===== config.mk =====
export PLATFORM = sky130hd
export DESIGN_NAME = path_crc32_hex_hash_flat
export DESIGN_NICKNAME = d
export VERILOG_FILES = /design/src/sv/pchh_pkg.sv /design/src/sv/pchh_in_if.sv /design/src/sv/pchh_out_if.sv /design/src/sv/path_crc32_hex_hash.sv /design/src/sv/pchh_emit.sv /design/src/flat_wrapper.sv
export SDC_FILE = /design/constraint.sdc
export NUM_CORES = 1
export LEC_CHECK = 0
export BUFFER_PORTS_ARGS = -buffer_cell sky130_fd_sc_hd__buf_2
export CAP_MARGIN = 20
export CORE_ASPECT_RATIO = 1.4
export CORE_MARGIN = 2
export CORE_UTILIZATION = 40
export CTS_CLUSTER_SIZE = 30
export DETAILED_ROUTE_END_ITERATION = 16
export PLACE_DENSITY_LB_ADDON = 0.15
export SETUP_SLACK_MARGIN = 0.05
export SLEW_MARGIN = 10
export SYNTH_ARGS = -nofsm -noshare
export SYNTH_HDL_FRONTEND = slang
export SYNTH_SLANG_ARGS = --single-unit

===== constraint.sdc =====
create_clock -name clk_i -period 2.7 [get_ports clk_i]
set_clock_uncertainty 0.1 [all_clocks]
set_input_delay 0.135 -clock clk_i [delete_from_list [all_inputs] [get_ports clk_i]]
set_output_delay 0.135 -clock clk_i [all_outputs]
set_load 0.1 [all_outputs]

===== src/sv/pchh_pkg.sv =====
// Package for the path hash block: CRC constants, byte normalization, hex encoding.
package pchh_pkg;

  localparam int unsigned DigitCount = 8;
  localparam int unsigned CntW       = $clog2(DigitCount);

  localparam logic [31:0] CrcPoly = 32'h04C1_1DB7;
  localparam logic [31:0] CrcInit = 32'hFFFF_FFFF;

  localparam logic [7:0] ChSlash     = 8'h2F;
  localparam logic [7:0] ChBackslash = 8'h5C;
  localparam logic [7:0] ChUpperA    = 8'h41;
  localparam logic [7:0] ChUpperZ    = 8'h5A;
  localparam logic [7:0] ChCaseBit   = 8'h20;
  localparam logic [7:0] ChZero      = 8'h30;
  localparam logic [7:0] ChLowerA    = 8'h61;
  localparam logic [3:0] NibTen      = 4'd10;

  // Load request from the CRC stage to the hex emitter
  typedef struct packed {
    logic        valid;
    logic [31:0] crc;
  } emit_load_t;

  // Slash to backslash, ASCII upper case to lower case
  function automatic logic [7:0] norm_byte(input logic [7:0] b);
    logic [7:0] r;
    r = b;
    if (b == ChSlash) begin
      r = ChBackslash;
    end else if (b >= ChUpperA && b <= ChUpperZ) begin
      r = b | ChCaseBit;
    end
    return r;
  endfunction

  // One byte into an MSB-first CRC-32, eight bit steps
  function automatic logic [31:0] crc_fold(input logic [31:0] crc, input logic [7:0] b);
    logic [31:0] c;
    c = crc ^ {b, 24'h0};
    for (int k = 0; k < 8; k++) begin
      if (c[31]) begin
        c = {c[30:0], 1'b0} ^ CrcPoly;
      end else begin
        c = {c[30:0], 1'b0};
      end
    end
    return c;
  endfunction

  // Nibble to lower-case ASCII hex digit
  function automatic logic [7:0] to_hex(input logic [3:0] nib);
    logic [7:0] r;
    if (nib < NibTen) begin
      r = ChZero + {4'h0, nib};
    end else begin
      r = ChLowerA + {4'h0, nib - NibTen};
    end
    return r;
  endfunction

endpackage


===== src/sv/pchh_in_if.sv =====
// Path byte channel: valid/ready handshake with one byte of payload.
interface pchh_in_if;
  logic       valid;
  logic       ready;
  logic [7:0] path_byte;

  modport source (output valid, output path_byte, input ready);
  modport sink   (input valid, input path_byte, output ready);
endinterface


===== src/sv/pchh_out_if.sv =====
// Hex digit channel: valid/ready handshake with one ASCII digit and a last flag.
interface pchh_out_if;
  logic       valid;
  logic       ready;
  logic [7:0] hex_char;
  logic       last_char;

  modport source (output valid, output hex_char, output last_char, input ready);
  modport sink   (input valid, input hex_char, input last_char, output ready);
endinterface


===== src/sv/path_crc32_hex_hash.sv =====
// Path hash top level: normalizes path bytes, folds them into CRC-32/MPEG-2, emits hex.
// Throughput: one path byte per cycle; a terminating NUL sends eight hex digits,
//   one per cycle while the sink is ready, and the next string's bytes fold meanwhile.
// A NUL passes through the input register, then loads the emitter, which then offers
//   its first digit. A second NUL waits in the input register until the
//   emitter has sent the previous hash's last digit.
// Reset: asynchronous, active low; CRC goes to all ones, all stages empty.
module path_crc32_hex_hash (
  input  logic       clk_i,
  input  logic       rst_ni,
  pchh_in_if.sink    in_i,
  pchh_out_if.source out_o
);

  logic                 in_valid_q;
  logic [7:0]           byte_q;
  logic [31:0]          crc_q, crc_d;
  logic                 is_nul;
  logic                 emit_free;
  logic                 advance;
  pchh_pkg::emit_load_t emit_load;

  assign is_nul  = (byte_q == 8'h00);
  // A data byte always moves on; a NUL needs the emitter
  assign advance = in_valid_q && (!is_nul || emit_free);
  assign in_i.ready = !in_valid_q || advance;

  // Input register
  always_ff @(posedge clk_i or negedge rst_ni) begin
    if (!rst_ni) begin
      in_valid_q <= 1'b0;
    end else if (in_i.ready) begin
      in_valid_q <= in_i.valid;
    end
  end

  always_ff @(posedge clk_i) begin
    if (in_i.ready && in_i.valid) begin
      byte_q <= in_i.path_byte;
    end
  end

  // CRC update: fold a data byte, restart on NUL
  always_comb begin
    crc_d = crc_q;
    if (advance) begin
      if (is_nul) begin
        crc_d = pchh_pkg::CrcInit;
      end else begin
        crc_d = pchh_pkg::crc_fold(crc_q, pchh_pkg::norm_byte(byte_q));
      end
    end
  end

  always_ff @(posedge clk_i or negedge rst_ni) begin
    if (!rst_ni) begin
      crc_q <= pchh_pkg::CrcInit;
    end else begin
      crc_q <= crc_d;
    end
  end

  assign emit_load.valid = in_valid_q && is_nul;
  assign emit_load.crc   = crc_q;

  pchh_emit u_emit (
    .clk_i  (clk_i),
    .rst_ni (rst_ni),
    .load_i (emit_load),
    .free_o (emit_free),
    .out_o  (out_o)
  );

endmodule


===== src/sv/pchh_emit.sv =====
// Hex emitter: holds one finished CRC and sends it as eight ASCII digits, MSB first.
module pchh_emit (
  input  logic                clk_i,
  input  logic                rst_ni,
  input  pchh_pkg::emit_load_t load_i,
  output logic                free_o,
  pchh_out_if.source          out_o
);

  logic [31:0]               snap_q, snap_d;
  logic [pchh_pkg::CntW-1:0] cnt_q, cnt_d;
  logic                      busy_q, busy_d;
  logic                      last_dig;
  logic                      xfer;

  assign last_dig = (cnt_q == pchh_pkg::CntW'(pchh_pkg::DigitCount - 1));
  assign xfer     = busy_q && out_o.ready;
  // free now, or the last digit leaves this cycle
  assign free_o   = !busy_q || (xfer && last_dig);

  assign out_o.valid     = busy_q;
  assign out_o.hex_char  = pchh_pkg::to_hex(snap_q[31:28]);
  assign out_o.last_char = last_dig;

  // Next state: load a new hash, or step to the next nibble on a transfer
  always_comb begin
    snap_d = snap_q;
    cnt_d  = cnt_q;
    busy_d = busy_q;
    if (load_i.valid && free_o) begin
      snap_d = load_i.crc;
      cnt_d  = '0;
      busy_d = 1'b1;
    end else if (xfer) begin
      snap_d = {snap_q[27:0], 4'h0};
      cnt_d  = cnt_q + 1'b1;
      busy_d = !last_dig;
    end
  end

  always_ff @(posedge clk_i or negedge rst_ni) begin
    if (!rst_ni) begin
      busy_q <= 1'b0;
      cnt_q  <= '0;
    end else begin
      busy_q <= busy_d;
      cnt_q  <= cnt_d;
    end
  end

  // Digit payload, no reset needed
  always_ff @(posedge clk_i) begin
    snap_q <= snap_d;
  end

endmodule


===== src/flat_wrapper.sv =====
// flat-port wrapper written by rule: the top's interface ports become plain ports
module path_crc32_hex_hash_flat 
  (clk_i, rst_ni, in_i_valid, in_i_path_byte, in_i_ready, out_o_valid, out_o_hex_char, out_o_last_char, out_o_ready);
  pchh_in_if in_i_i ();
  pchh_out_if out_o_i ();
  input  logic clk_i;
  input  logic rst_ni;
  input wire logic [$bits(in_i_i.valid)-1:0] in_i_valid;
  input wire logic [$bits(in_i_i.path_byte)-1:0] in_i_path_byte;
  output wire logic [$bits(in_i_i.ready)-1:0] in_i_ready;
  output wire logic [$bits(out_o_i.valid)-1:0] out_o_valid;
  output wire logic [$bits(out_o_i.hex_char)-1:0] out_o_hex_char;
  output wire logic [$bits(out_o_i.last_char)-1:0] out_o_last_char;
  input wire logic [$bits(out_o_i.ready)-1:0] out_o_ready;
  assign in_i_i.valid = in_i_valid;
  assign in_i_i.path_byte = in_i_path_byte;
  assign in_i_ready = in_i_i.ready;
  assign out_o_valid = out_o_i.valid;
  assign out_o_hex_char = out_o_i.hex_char;
  assign out_o_last_char = out_o_i.last_char;
  assign out_o_i.ready = out_o_ready;
  path_crc32_hex_hash u_core (.clk_i(clk_i), .rst_ni(rst_ni), .in_i(in_i_i), .out_o(out_o_i));
endmodule

After elaboration in Yosys (flattened, before gate mapping) --
Index checks and enable logic that the tools add are counted.
Word-level totals: logic and storage cells 74, input bits 12, register bits after elaboration 77
Operators by class: bitwise gates (word level) 9, reduce and logical (&&, ||, !) cells 16, muxes and demuxes 34, add/subtract/negate cells 4, equal/unequal tests 2, $lt $le $gt $ge 3
Operator list (count):
- $mux 32 | 17
- $mux 27 | 8
- $not 14->14 | 8
- $mux 8 | 4
- $xor 32x32->32 | 1
- $add 7x4->8 const A | 1
- $eq 8x6->1 const B | 1
- $ge 8x7->1 const B | 1
- $le 8x7->1 const B | 1
- $logic_not 8->1 | 1
- $add 6x4->7 const A | 1
- $logic_and 1x1->1 | 7
- $mux 3 | 2
- $mux 6 | 1
- $logic_not 1->1 | 4
- $lt 4x4->1 const B | 1
- $sub 4x4->4 const B | 1
- $add 3x1->3 const B | 1
- $eq 3x3->1 const B | 1
- $logic_or 1x1->1 | 3
- $mux 1 | 2
- $reduce_bool 2->1 | 1

Longest topological paths before layout --
Gate-level depths: netlist of the first run.
word-level depth 38, gate-level depth with buffers 8, mapped depth without buffers 6

Hierarchy --
Synthesis of the first run repeated with hierarchy kept, for this count alone.
Unflattened totals: cell total of the unflattened synthesis 329, area total of the unflattened synthesis 4464.3 sq um
By module, submodules not included:
- path_crc32_hex_hash | cells an instance 215, area an instance 2656.3 sq um, instances 1
- pchh_emit | cells an instance 114, area an instance 1808.0 sq um, instances 1

Worst setup path after synthesis of the first run --
Ideal clock, no wire load.
path type reg2reg, start point register u_core.u_emit.cnt_q[0] (netlist bit), end point register u_core.byte_q[0], enable pin, slack -0.725 ns, data arrival time 3.043 ns, stages on the path, launching flop included 6, data required time 2.318 ns, buffers on the path 0, clock period less this slack 3.425 ns, cells stage by stage dfrtp_1 ha_1 ha_1 a21boi_0 nand3_1 and2_1
On the way: longest elaborated chain between the ends 7
Ends and longest elaborated chain:
- start, declared | RTL line pchh_emit.sv:11 | logic [pchh_pkg::CntW-1:0] cnt_q, cnt_d;
- start signal, assigned | RTL line pchh_emit.sv:47 | cnt_q <= cnt_d;
- $eq 3x3->1 | RTL line pchh_emit.sv:16 | assign last_dig = (cnt_q == pchh_pkg::CntW'(pchh_pkg::DigitCount - 1));
- named net out_o_last_char | RTL line flat_wrapper.sv:13 | output wire logic [$bits(out_o_i.last_char)-1:0] out_o_last_char;
- $logic_and 1x1->1 | RTL line pchh_emit.sv:19 | assign free_o = !busy_q || (xfer && last_dig);
- $logic_or 1x1->1 | RTL line pchh_emit.sv:19
- $logic_or 1x1->1 | RTL line path_crc32_hex_hash.sv:25 | assign advance = in_valid_q && (!is_nul || emit_free);
- $logic_and 1x1->1 | RTL line path_crc32_hex_hash.sv:25
- $logic_or 1x1->1 | RTL line path_crc32_hex_hash.sv:26 | assign in_i.ready = !in_valid_q || advance;
- named net in_i_ready | RTL line flat_wrapper.sv:10 | output wire logic [$bits(in_i_i.ready)-1:0] in_i_ready;
- $logic_and 1x1->1 | RTL line path_crc32_hex_hash.sv:38 | if (in_i.ready && in_i.valid) begin
- end signal, assigned | RTL line path_crc32_hex_hash.sv:39 | byte_q <= in_i.path_byte;
- end, declared | RTL line path_crc32_hex_hash.sv:16 | logic [7:0] byte_q;
The timed path passes the listed nets, and every way through them passes these cells. A chain may end at the register's enable or synchronous reset.

Worst setup path in the final report of the first run --
start point register u_core.byte_q[1], end point register u_core.crc_q[5]
On the way: longest elaborated chain between the ends 32
Ends and longest elaborated chain:
- $ge 8x7->1 / $le 8x7->1 (equally long branches) | RTL line pchh_pkg.sv:31 | end else if (b >= ChUpperA && b <= ChUpperZ) begin
- $logic_and 1x1->1 | RTL line pchh_pkg.sv:31
- $mux 6 | RTL line pchh_pkg.sv:31
- $mux 8 | RTL line pchh_pkg.sv:29 | if (b == ChSlash) begin
- $mux 8 | RTL line path_crc32_hex_hash.sv:47 | if (is_nul) begin
- $mux 8 | RTL line path_crc32_hex_hash.sv:46 | if (advance) begin
- $xor 32x32->32 | RTL line pchh_pkg.sv:40 | c = crc ^ {b, 24'h0};
- $mux 32 | RTL line path_crc32_hex_hash.sv:47
- (+16 left out)
- $mux 32 | RTL line path_crc32_hex_hash.sv:46
- $not 14->14 (no source line)
- $mux 27 | RTL line pchh_pkg.sv:42 | if (c[31]) begin
- $mux 32 | RTL line path_crc32_hex_hash.sv:47
- $mux 32 | RTL line path_crc32_hex_hash.sv:46
- $not 14->14 (no source line)
- $mux 27 | RTL line pchh_pkg.sv:42
- $mux 32 | RTL line path_crc32_hex_hash.sv:47
- end signal, assigned | RTL line path_crc32_hex_hash.sv:57 | crc_q <= pchh_pkg::CrcInit;
- end signal, assigned | RTL line path_crc32_hex_hash.sv:59 | crc_q <= crc_d;
- end, declared | RTL line path_crc32_hex_hash.sv:17 | logic [31:0] crc_q, crc_d;
Several ways; a longest one is shown, not always the timed one. The select of a mux whose other input is x is not followed.

==> results.cfg, run 1 <==
[clock_network]
cts_tree = done
cts_buffers = 9
cts_setup_buffers = 0
cts-root-buf = clkbuf_16
clk_latency_ns = 0.33
clk_pin_slew_ns = 0.05
cts_max_level = 3
clock_sink_count = 77
clk_path_buf_depth = 2

[cells_and_area]
final_cell_area_um2 = 5139
drive_above_1_share_pct = 30.65
syn2layout_area_growth_pct = 19.56
nets = 396
final_cell_mix = 40 x edfxtp_1, 39 x xnor2_1, 32 x dfstp_2
final_common_cell = edfxtp_1
diodes = 0

[synth]
seq_area_frac_synth_pct = 50.42
ys_seq_elements = 77
synth-edff-count = 40
synth_area_per_cell_um2 = 13.06
syn_inst = 329
synth_cell_types = 56
syn_nets = 345
yosys_warnings = 0
synthFlopType = edfxtp_1
synth_async_sr_flop_share_pct = 48.05
synth_area_um2 = 4298

[global_route]
grt_pass1_vias = 2724
grt_pass1_wl_um = 14910
grt_max_degree = 38
grt_antenna_before_repair = 0
grt.overflow.total = 0
grtUsageTotal_pct = 16.87

[setup_path]
cpPeakStageDelay_ns = 0.38
critPathKind = register to register
crit_path_top_delay_cell = edfxtp_1
cp_max_fo = 9
crit_required_ns = 2.86
critPathLaunchType = register
cp_common_cell = xnor3_1
crit_arrival_ns = 2.64
worst_setup_path_end_kind = register
path_cells = buf_4, and4bb_1, a41oi_2, xnor3_1, xor2_4, xnor3_1, a21oi_1

[placed_design]
place_area_um2 = 4777
hpwl_um = 6186
port_buffers = 20
gp_congestion = 0.7252

[power]
powerDensity_nw_per_um2 = 1456
p_leak_nw = 1.974
ir_drop_mv = 0.6723
finalPower_mw = 7.484

[timing]
hold_viol = 0
finalSetupTns_ns = 0
slew_violations = 0
fmax_mhz = 402.2
post-route-min-period_ns = 2.486
rsz0062_at_grt = no
finalCritPeriodShare_pct = 92.08
relSlewSlack_pct = 39.79
report.final.setup_viol = 0
tightest_slew_ns = 0.9032

[floorplan]
ios = 23
die_width_um = 91.61
core-area_um2 = 10410
dieArea_um2 = 11600
placementRows = 44
initial_core_util_pct = 41.31
die_y_um = 126.6

[run]
cap_violations = 0

[routing]
drtIter0Drc = 93
viasPerCell = 4.977
vias = 2603
ant_nets = 0
wl_um = 8907
first_pass_iters = 4
wl_per_cell_um = 17.03
drc = 0

[outcome]
status = finished, final reports clean

[worst_hold_path]
hold_path_class = input port to register
[metrics by stage]
stage	utilization, %	hold WS, ns	std cells	worst slack (ns)
after floorplan	-	-0.2606	329	0.05069
final	49.39	0.2238	523	0.2139
after CTS	49.39	0.2156	523	0.1893
after detailed placement	45.91	0.2151	497	0.2154
after global routing	49.39	0.2544	523	0.06669
after global placement	45.91	0.2138	497	0.2301
[synthesized netlist by cell type (2+ instances only)]
master / number / area [um^2]
dfstp_2: 32 / 840.8
xnor2_1: 39 / 341.6
or3_1: 3 / 18.77
buf_2: 6 / 30.03
dfrtp_1: 5 / 125.1
and2_1: 6 / 37.54
xor2_4: 2 / 55.05
xnor2_2: 7 / 113.9
nor2b_1: 4 / 25.02
o22a_1: 7 / 61.31
nor2_1: 27 / 101.4
inv_1: 7 / 26.28
xnor3_1: 8 / 180.2
edfxtp_1: 40 / 1201
nand2b_1: 3 / 18.77
mux2_1: 28 / 315.3
nor4_1: 2 / 12.51
nand3_1: 2 / 10.01
clkbuf_1: 7 / 26.28
a21oi_1: 26 / 130.1
mux2_2: 4 / 45.04
ha_1: 4 / 50.05
nand2_1: 6 / 22.52
conb_1: 2 / 7.510
mux2i_1: 2 / 20.02
buf_4: 2 / 15.01
xnor2_4: 2 / 55.05
xor2_1: 18 / 157.7
[metal layers]
metal	part of all wire [%]	vias up	global-route usage (%)
li1	-	1257	-
met1	43	1311	21.20
met2	53	30	29.15
met3	2.8	5	3.860
met4	0.94	0	4.545
met5	0	-	0
[flip-flops by register name, indices dropped and copies added, names as in the netlist]
| register | count |
|---|---|
| u_core.u_emit.cnt_q | 3 |
| u_core.crc_q | 32 |
| u_core.u_emit.out_o.valid | 1 |
| u_core.u_emit.snap_q | 32 |
| u_core.byte_q | 8 |
| u_core.in_valid_q | 1 |
[area by class of cell]
class                           count  area [um^2]
Multi-Input combinational cell    228         2058
Timing Repair Buffer               56        445.4
Tap cell                          138        172.7
Inverter                            8        33.78
Clock buffer                       16        261.5
Fill cell                         943         5266
Sequential cell                    77         2167
[worst max-delay path: cells and delay by family (launching register included)]
family,cells,cell delay (ns)
simple gates,1,0.24
compound gates,2,0.46
flops,1,0.38
buf+inv,1,0.17
xor+xnor,3,1.06
[worst paths after layout]
| check | start | to | slack [ns] | depth (start not counted) |
|---|---|---|---|---|
| max in group asynchronous | rst_ni | u_core.u_emit.cnt_q[0]$_DFFE_PN0P_ | 1.57 | 2 |
| min | out_o_ready | u_core.u_emit.cnt_q[2]$_DFFE_PN0P_ | 0.22 | 3 |
| min reg2reg | u_core.u_emit.cnt_q[1]$_DFFE_PN0P_ | u_core.u_emit.cnt_q[1]$_DFFE_PN0P_ | 0.41 | 1 |
| min in group asynchronous | rst_ni | u_core.in_valid_q$_DFFE_PN0N_ | 0.37 | 2 |
| max reg2reg | u_core.byte_q[1]$_DFFE_PP_ | u_core.crc_q[5]$_DFFE_PN1P_ | 0.21 | 7 |
| max | u_core.byte_q[1]$_DFFE_PP_ | u_core.crc_q[5]$_DFFE_PN1P_ | 0.21 | 7 |
[repair_timing]
item                                   4_1_cts  5_1_grt
endpoints found under the hold margin       14        0
hold buffers                                10        0
gates resized for setup                      0        0
[cells by family after synthesis]
group                      count (synthesis)  synth area share [%]
other                                      2                0.1747
and+or+nand+nor                           65                 8.064
buffers and inverters                     24                 2.445
muxes                                     34                 8.850
adders and majority gates                  4                 1.165
AOI/OAI and AO/OA                         46                 7.482
xor gates and xnor gates                  77                 21.40
DFF                                       77                 50.42
[where the power goes]
| group | internal (mW) | total (mW) | leakage, nW | switching (mW) |
|---|---|---|---|---|
| sequential | 1.84 | 2.17 | 0.768 | 0.337 |
| combinational | 2.22 | 4.22 | 1.08 | 2.00 |
| clock | 0.650 | 1.09 | 0.125 | 0.438 |
| total | 4.71 | 7.48 | 1.97 | 2.77 |
Power figures use the tool's default switching activity.
==> inputs of run 2 (changes only) <==
Settings changed: CTS_CLUSTER_SIZE 30 to not set, RECOVER_POWER set to 25.
==> results.cfg, run 2 (same netlist as run 1, synthesis figures left out) <==
[power]
ir_drop_mv = 0.6735
powerDensity_nw_per_um2 = 1459
swShare_pct = 37.18
power_frac_comb_pct = 56.5
internal-power_mw = 4.710
switching_power_mw = 2.788
p_seq_share_pct = 29.0
p_leak_nw = 1.971
finalPower_mw = 7.498
power_frac_clock_pct = 14.5

[clock_network]
clk_pin_slew_ns = 0.05
clk_path_buf_depth = 2
cts_setup_buffers = 0
cts_max_level = 3
cts-root-buf = clkbuf_16
clk_latency_ns = 0.33
cts_buffers = 9
hold_buffers = 10
cts_resized = 0
clock_sink_count = 77
cts_tree = done

[setup_path]
critPathTopFamily = XOR/XNOR gates
critPathLaunchType = register
critPathKind = register to register
r2r_start = u_core.byte_q[1]$_DFFE_PP_
crit_required_ns = 2.86
cp_common_cell = xnor3_1
worst_setup_path_end_kind = register
cpPeakStageDelay_ns = 0.39
cp_num_buf_inv = 1
crit_path_top_delay_cell = edfxtp_1
path_cells = buf_4, and4bb_1, a41oi_2, xnor3_1, xor2_4, xnor3_1, a21oi_1
crit_arrival_ns = 2.64
critPathLaunch = u_core.byte_q[1]$_DFFE_PP_
cp_max_fo = 9

[placed_design]
place_inst = 497
port_buffers = 20
hpwl_um = 6186
gp_congestion = 0.7252
place_area_um2 = 4777

[global_route]
grt_pass1_vias = 2724
grtUsageTotal_pct = 16.87
grt_pass1_wl_um = 14910
grt_max_degree = 38
grt_antenna_before_repair = 0
grt.overflow.total = 0

[floorplan]
dieArea_um2 = 11600
die_width_um = 91.61
core-area_um2 = 10410
initial_core_util_pct = 41.31
die_y_um = 126.6
ios = 23
placementRows = 44

[timing]
report.final.setup_viol = 0
hold_viol = 0
finalCritPeriodShare_pct = 92.10
finalSetupTns_ns = 0
rsz0062_at_grt = no
fmax_mhz = 402.1
post-route-min-period_ns = 2.487
slew_violations = 0
tightest_slew_ns = 0.9100
relSlewSlack_pct = 39.33

[cells_and_area]
final_cell_area_um2 = 5137
final_common_cell = edfxtp_1
diodes = 0
nets = 396
drive_above_1_share_pct = 30.39
fin_cells = 523
final_cell_mix = 40 x edfxtp_1, 39 x xnor2_1, 32 x dfstp_2
syn2layout_area_growth_pct = 19.53
top_regs = u_core.crc_q: 32 flops, u_core.u_emit.snap_q: 32 flops, u_core.byte_q: 8 flops

[routing]
viasPerCell = 4.985
drtIter0Drc = 94
first_pass_iters = 4
vias = 2607
ant_nets = 0
wl_per_cell_um = 17.10
wl_um = 8942
drc = 0

[run]
cap_violations = 0

[worst_hold_path]
hold_path_class = input port to register
hold_start = out_o_ready

[outcome]
status = finished, final reports clean
run 2: changes by cell type in the layout (fill, tap and decap cells not counted), sizes merged:
cell / delta
clkbuf: +1
buf: -1
run 2: power by group through the flow:
stage	Clock [mW]	Sequential (mW)	Combinational, mW
floorplan	0	2.12	3.38
global placement	0	2.20	4.23
detailed placement	0	2.20	4.26
CTS	1.11	2.18	4.29
global route	1.16	2.24	4.65
finish	1.09	2.17	4.23
run 2: layer usage:
| layer | track usage, % | part of all wire [%] |
|---|---|---|
| met1 | 21.20 | 44 |
| met3 | 3.860 | 2.2 |
| met2 | 29.15 | 53 |
| met5 | 0 | 0 |
| met4 | 4.545 | 0.94 |
run 2: final timing paths:
path,to,slack [ns],cells past startpoint
worst max-delay path,u_core.crc_q[5]$_DFFE_PN1P_,0.21,7
worst min-delay path,u_core.in_valid_q$_DFFE_PN0N_,0.22,5
worst max register to register,u_core.crc_q[5]$_DFFE_PN1P_,0.21,7
worst min register to register,u_core.u_emit.cnt_q[1]$_DFFE_PN0P_,0.41,1
max in group asynchronous,u_core.u_emit.cnt_q[0]$_DFFE_PN0P_,1.57,2
min in group asynchronous,u_core.in_valid_q$_DFFE_PN0N_,0.37,2
run 2: worst reg2reg max path, cell delays in order (launching register included):
cell and delay (ns):
edfxtp_1 0.39, buf_4 0.17, and4bb_1 0.24, a41oi_2 0.31, xnor3_1 0.34, xor2_4 0.35, xnor3_1 0.37, a21oi_1 0.15
run 2: cell type report:
class	count	area, um^2
clock buffers	16	261.5
fillers	944	5268
inverters	8	33.78
multi-input cells	228	2058
flip-flops and latches	77	2167
well taps	138	172.7
repair buffers	56	444.2
run 2: metrics by stage:
step / util, % / hold slack, ns / worst slack, ns
after global placement: 45.91 / 0.2138 / 0.2301
after floorplan: - / -0.2606 / 0.05069
after CTS: 49.39 / 0.2156 / 0.1893
after detailed placement: 45.91 / 0.2151 / 0.2154
after global routing: 49.37 / 0.2544 / 0.06669
final: 49.37 / 0.2235 / 0.2133
==> inputs of run 3 (changes only) <==
Settings changed: CORE_UTILIZATION 40 to 50.
==> results.cfg, run 3 (same netlist as run 1, synthesis figures left out) <==
[outcome]
status = complete, but fails checks
violations = max-capacitance violations, max-slew violations

[floorplan]
placementRows = 40
initial_core_util_pct = 50.81
die_y_um = 113.7
die_width_um = 82.36
core-area_um2 = 8458
dieArea_um2 = 9364
ios = 23

[clock_network]
cts-root-buf = clkbuf_16
cts_tree = done
clk_latency_ns = 0.33
clk_path_buf_depth = 2
cts_buffers = 9
cts_max_level = 3
clk_pin_slew_ns = 0.06
clock_sink_count = 77

[global_route]
grt_max_degree = 38
grt_antenna_before_repair = 0
grt_pass1_wl_um = 14010
grtUsageTotal_pct = 20.59
grt_pass1_vias = 2698
grt_use_met2_pct = 34.35
grt.overflow.total = 0
grt-busiest-layer = met2
grtUsageMet1_pct = 25.91
met3_usage_pct = 3.560

[cells_and_area]
final_cell_mix = 40 x edfxtp_1, 39 x xnor2_1, 32 x dfstp_2
final_common_cell = edfxtp_1
diodes = 0
final_cell_area_um2 = 5010
top_regs = u_core.crc_q: 32 flops, u_core.u_emit.snap_q: 32 flops, u_core.byte_q: 8 flops
drive_above_1_share_pct = 30.32
nets = 387
syn2layout_area_growth_pct = 16.56

[routing]
drtIter0Drc = 154
wl_per_cell_um = 17.66
vias = 2567
ant_nets = 0
drc = 0
first_pass_iters = 4
wl_um = 8495
viasPerCell = 5.337

[power]
ir_drop_mv = 0.8591
p_leak_nw = 1.922
finalPower_mw = 7.389
powerDensity_nw_per_um2 = 1475

[setup_path]
crit_required_ns = 2.86
cp_max_fo = 9
crit_path_top_delay_cell = edfxtp_1
critPathKind = register to register
critPathLaunchType = register
cpPeakStageDelay_ns = 0.52
worst_setup_path_end_kind = register
crit_arrival_ns = 2.69
path_cells = and4bb_1, a41oi_2, xnor3_1, xor2_4, or4_1, o2111a_1

[placed_design]
gp_congestion = 0.7828
port_buffers = 20
place_area_um2 = 4643
hpwl_um = 5680

[timing]
finalSetupTns_ns = 0
report.final.setup_viol = 0
fmax_mhz = 395.4
finalCritPeriodShare_pct = 93.67
rsz0062_at_grt = no
relSlewSlack_pct = -40.86
slew_violations = 38
post-route-min-period_ns = 2.529
tightest_slew_ns = 2.113
hold_viol = 0

[run]
cap_violations = 1

[worst_hold_path]
hold_path_class = input port to register
run 3: changes by cell type in the layout (fill, tap and decap cells not counted):
| cell | previous run | this run |
|---|---|---|
| buf_4 | 22 | 15 |
| clkbuf_1 | 7 | 1 |
| clkinv_2 | 0 | 4 |
| clkinvlp_4 | 1 | 4 |
| buf_12 | 4 | 2 |
| clkbuf_8 | 1 | 0 |
run 3: final cells by class:
type                            instances  area (um^2)
Clock buffer                            9        225.2
Inverter                                8        33.78
Sequential cell                        77         2167
Timing Repair Buffer                   47        351.6
Clock inverter                          7        42.54
Tap cell                              105        131.4
Multi-Input combinational cell        228         2058
Fill cell                             697         3448
run 3: worst paths after layout:
path	end	cells after the start	startpoint	slack, ns
max	u_core.crc_q[12]$_DFFE_PN1P_	6	u_core.byte_q[6]$_DFFE_PP_	0.17
min in group asynchronous	u_core.u_emit.out_o.valid$_DFFE_PN0P_	2	rst_ni	0.87
min	u_core.in_valid_q$_DFFE_PN0N_	4	out_o_ready	0.17
max reg2reg	u_core.crc_q[12]$_DFFE_PN1P_	6	u_core.byte_q[6]$_DFFE_PP_	0.17
max in group asynchronous	u_core.in_valid_q$_DFFE_PN0N_	2	rst_ni	0.44
min reg2reg	u_core.u_emit.cnt_q[1]$_DFFE_PN0P_	1	u_core.u_emit.cnt_q[1]$_DFFE_PN0P_	0.41
run 3: worst max-delay path, delay by kind of cell (launching register included):
family	cells	cell delay [ns]
XOR/XNOR	2	0.58
flip-flops	1	0.52
AO/OA/AOI/OAI	2	0.46
AND/OR/NAND/NOR	2	0.79
run 3: per-stage QoR:
step | hold slack (ns) | setup slack (ns) | utilization [%] | std cells
floorplan | -0.2606 | 0.05069 | - | 329
global placement | 0.1938 | 0.2552 | 54.90 | 455
detailed placement | 0.1970 | 0.2001 | 54.90 | 455
CTS | 0.1646 | 0.1843 | 59.25 | 481
global route | 0.2102 | 0.07464 | 59.23 | 481
finish | 0.1654 | 0.1710 | 59.23 | 481
run 3: what timing repair did:
action,in CTS,in global routing
setup buffers,0,0
endpoints found under the hold margin,14,0
resized for setup,0,0
hold buffers,10,0
run 3: power by group:
| group | switching [mW] | internal, mW | total [mW] | leakage (nW) |
|---|---|---|---|---|
| sequential | 0.344 | 1.84 | 2.18 | 0.768 |
| combinational | 2.00 | 2.13 | 4.13 | 1.03 |
| clock | 0.468 | 0.614 | 1.08 | 0.127 |
| total | 2.81 | 4.58 | 7.39 | 1.92 |
run 3: layer usage:
metal	up-vias	routed length, um
met1	1284	3678
met3	15	193
li1	1241	-
met5	-	0
met4	0	213
met2	27	4409
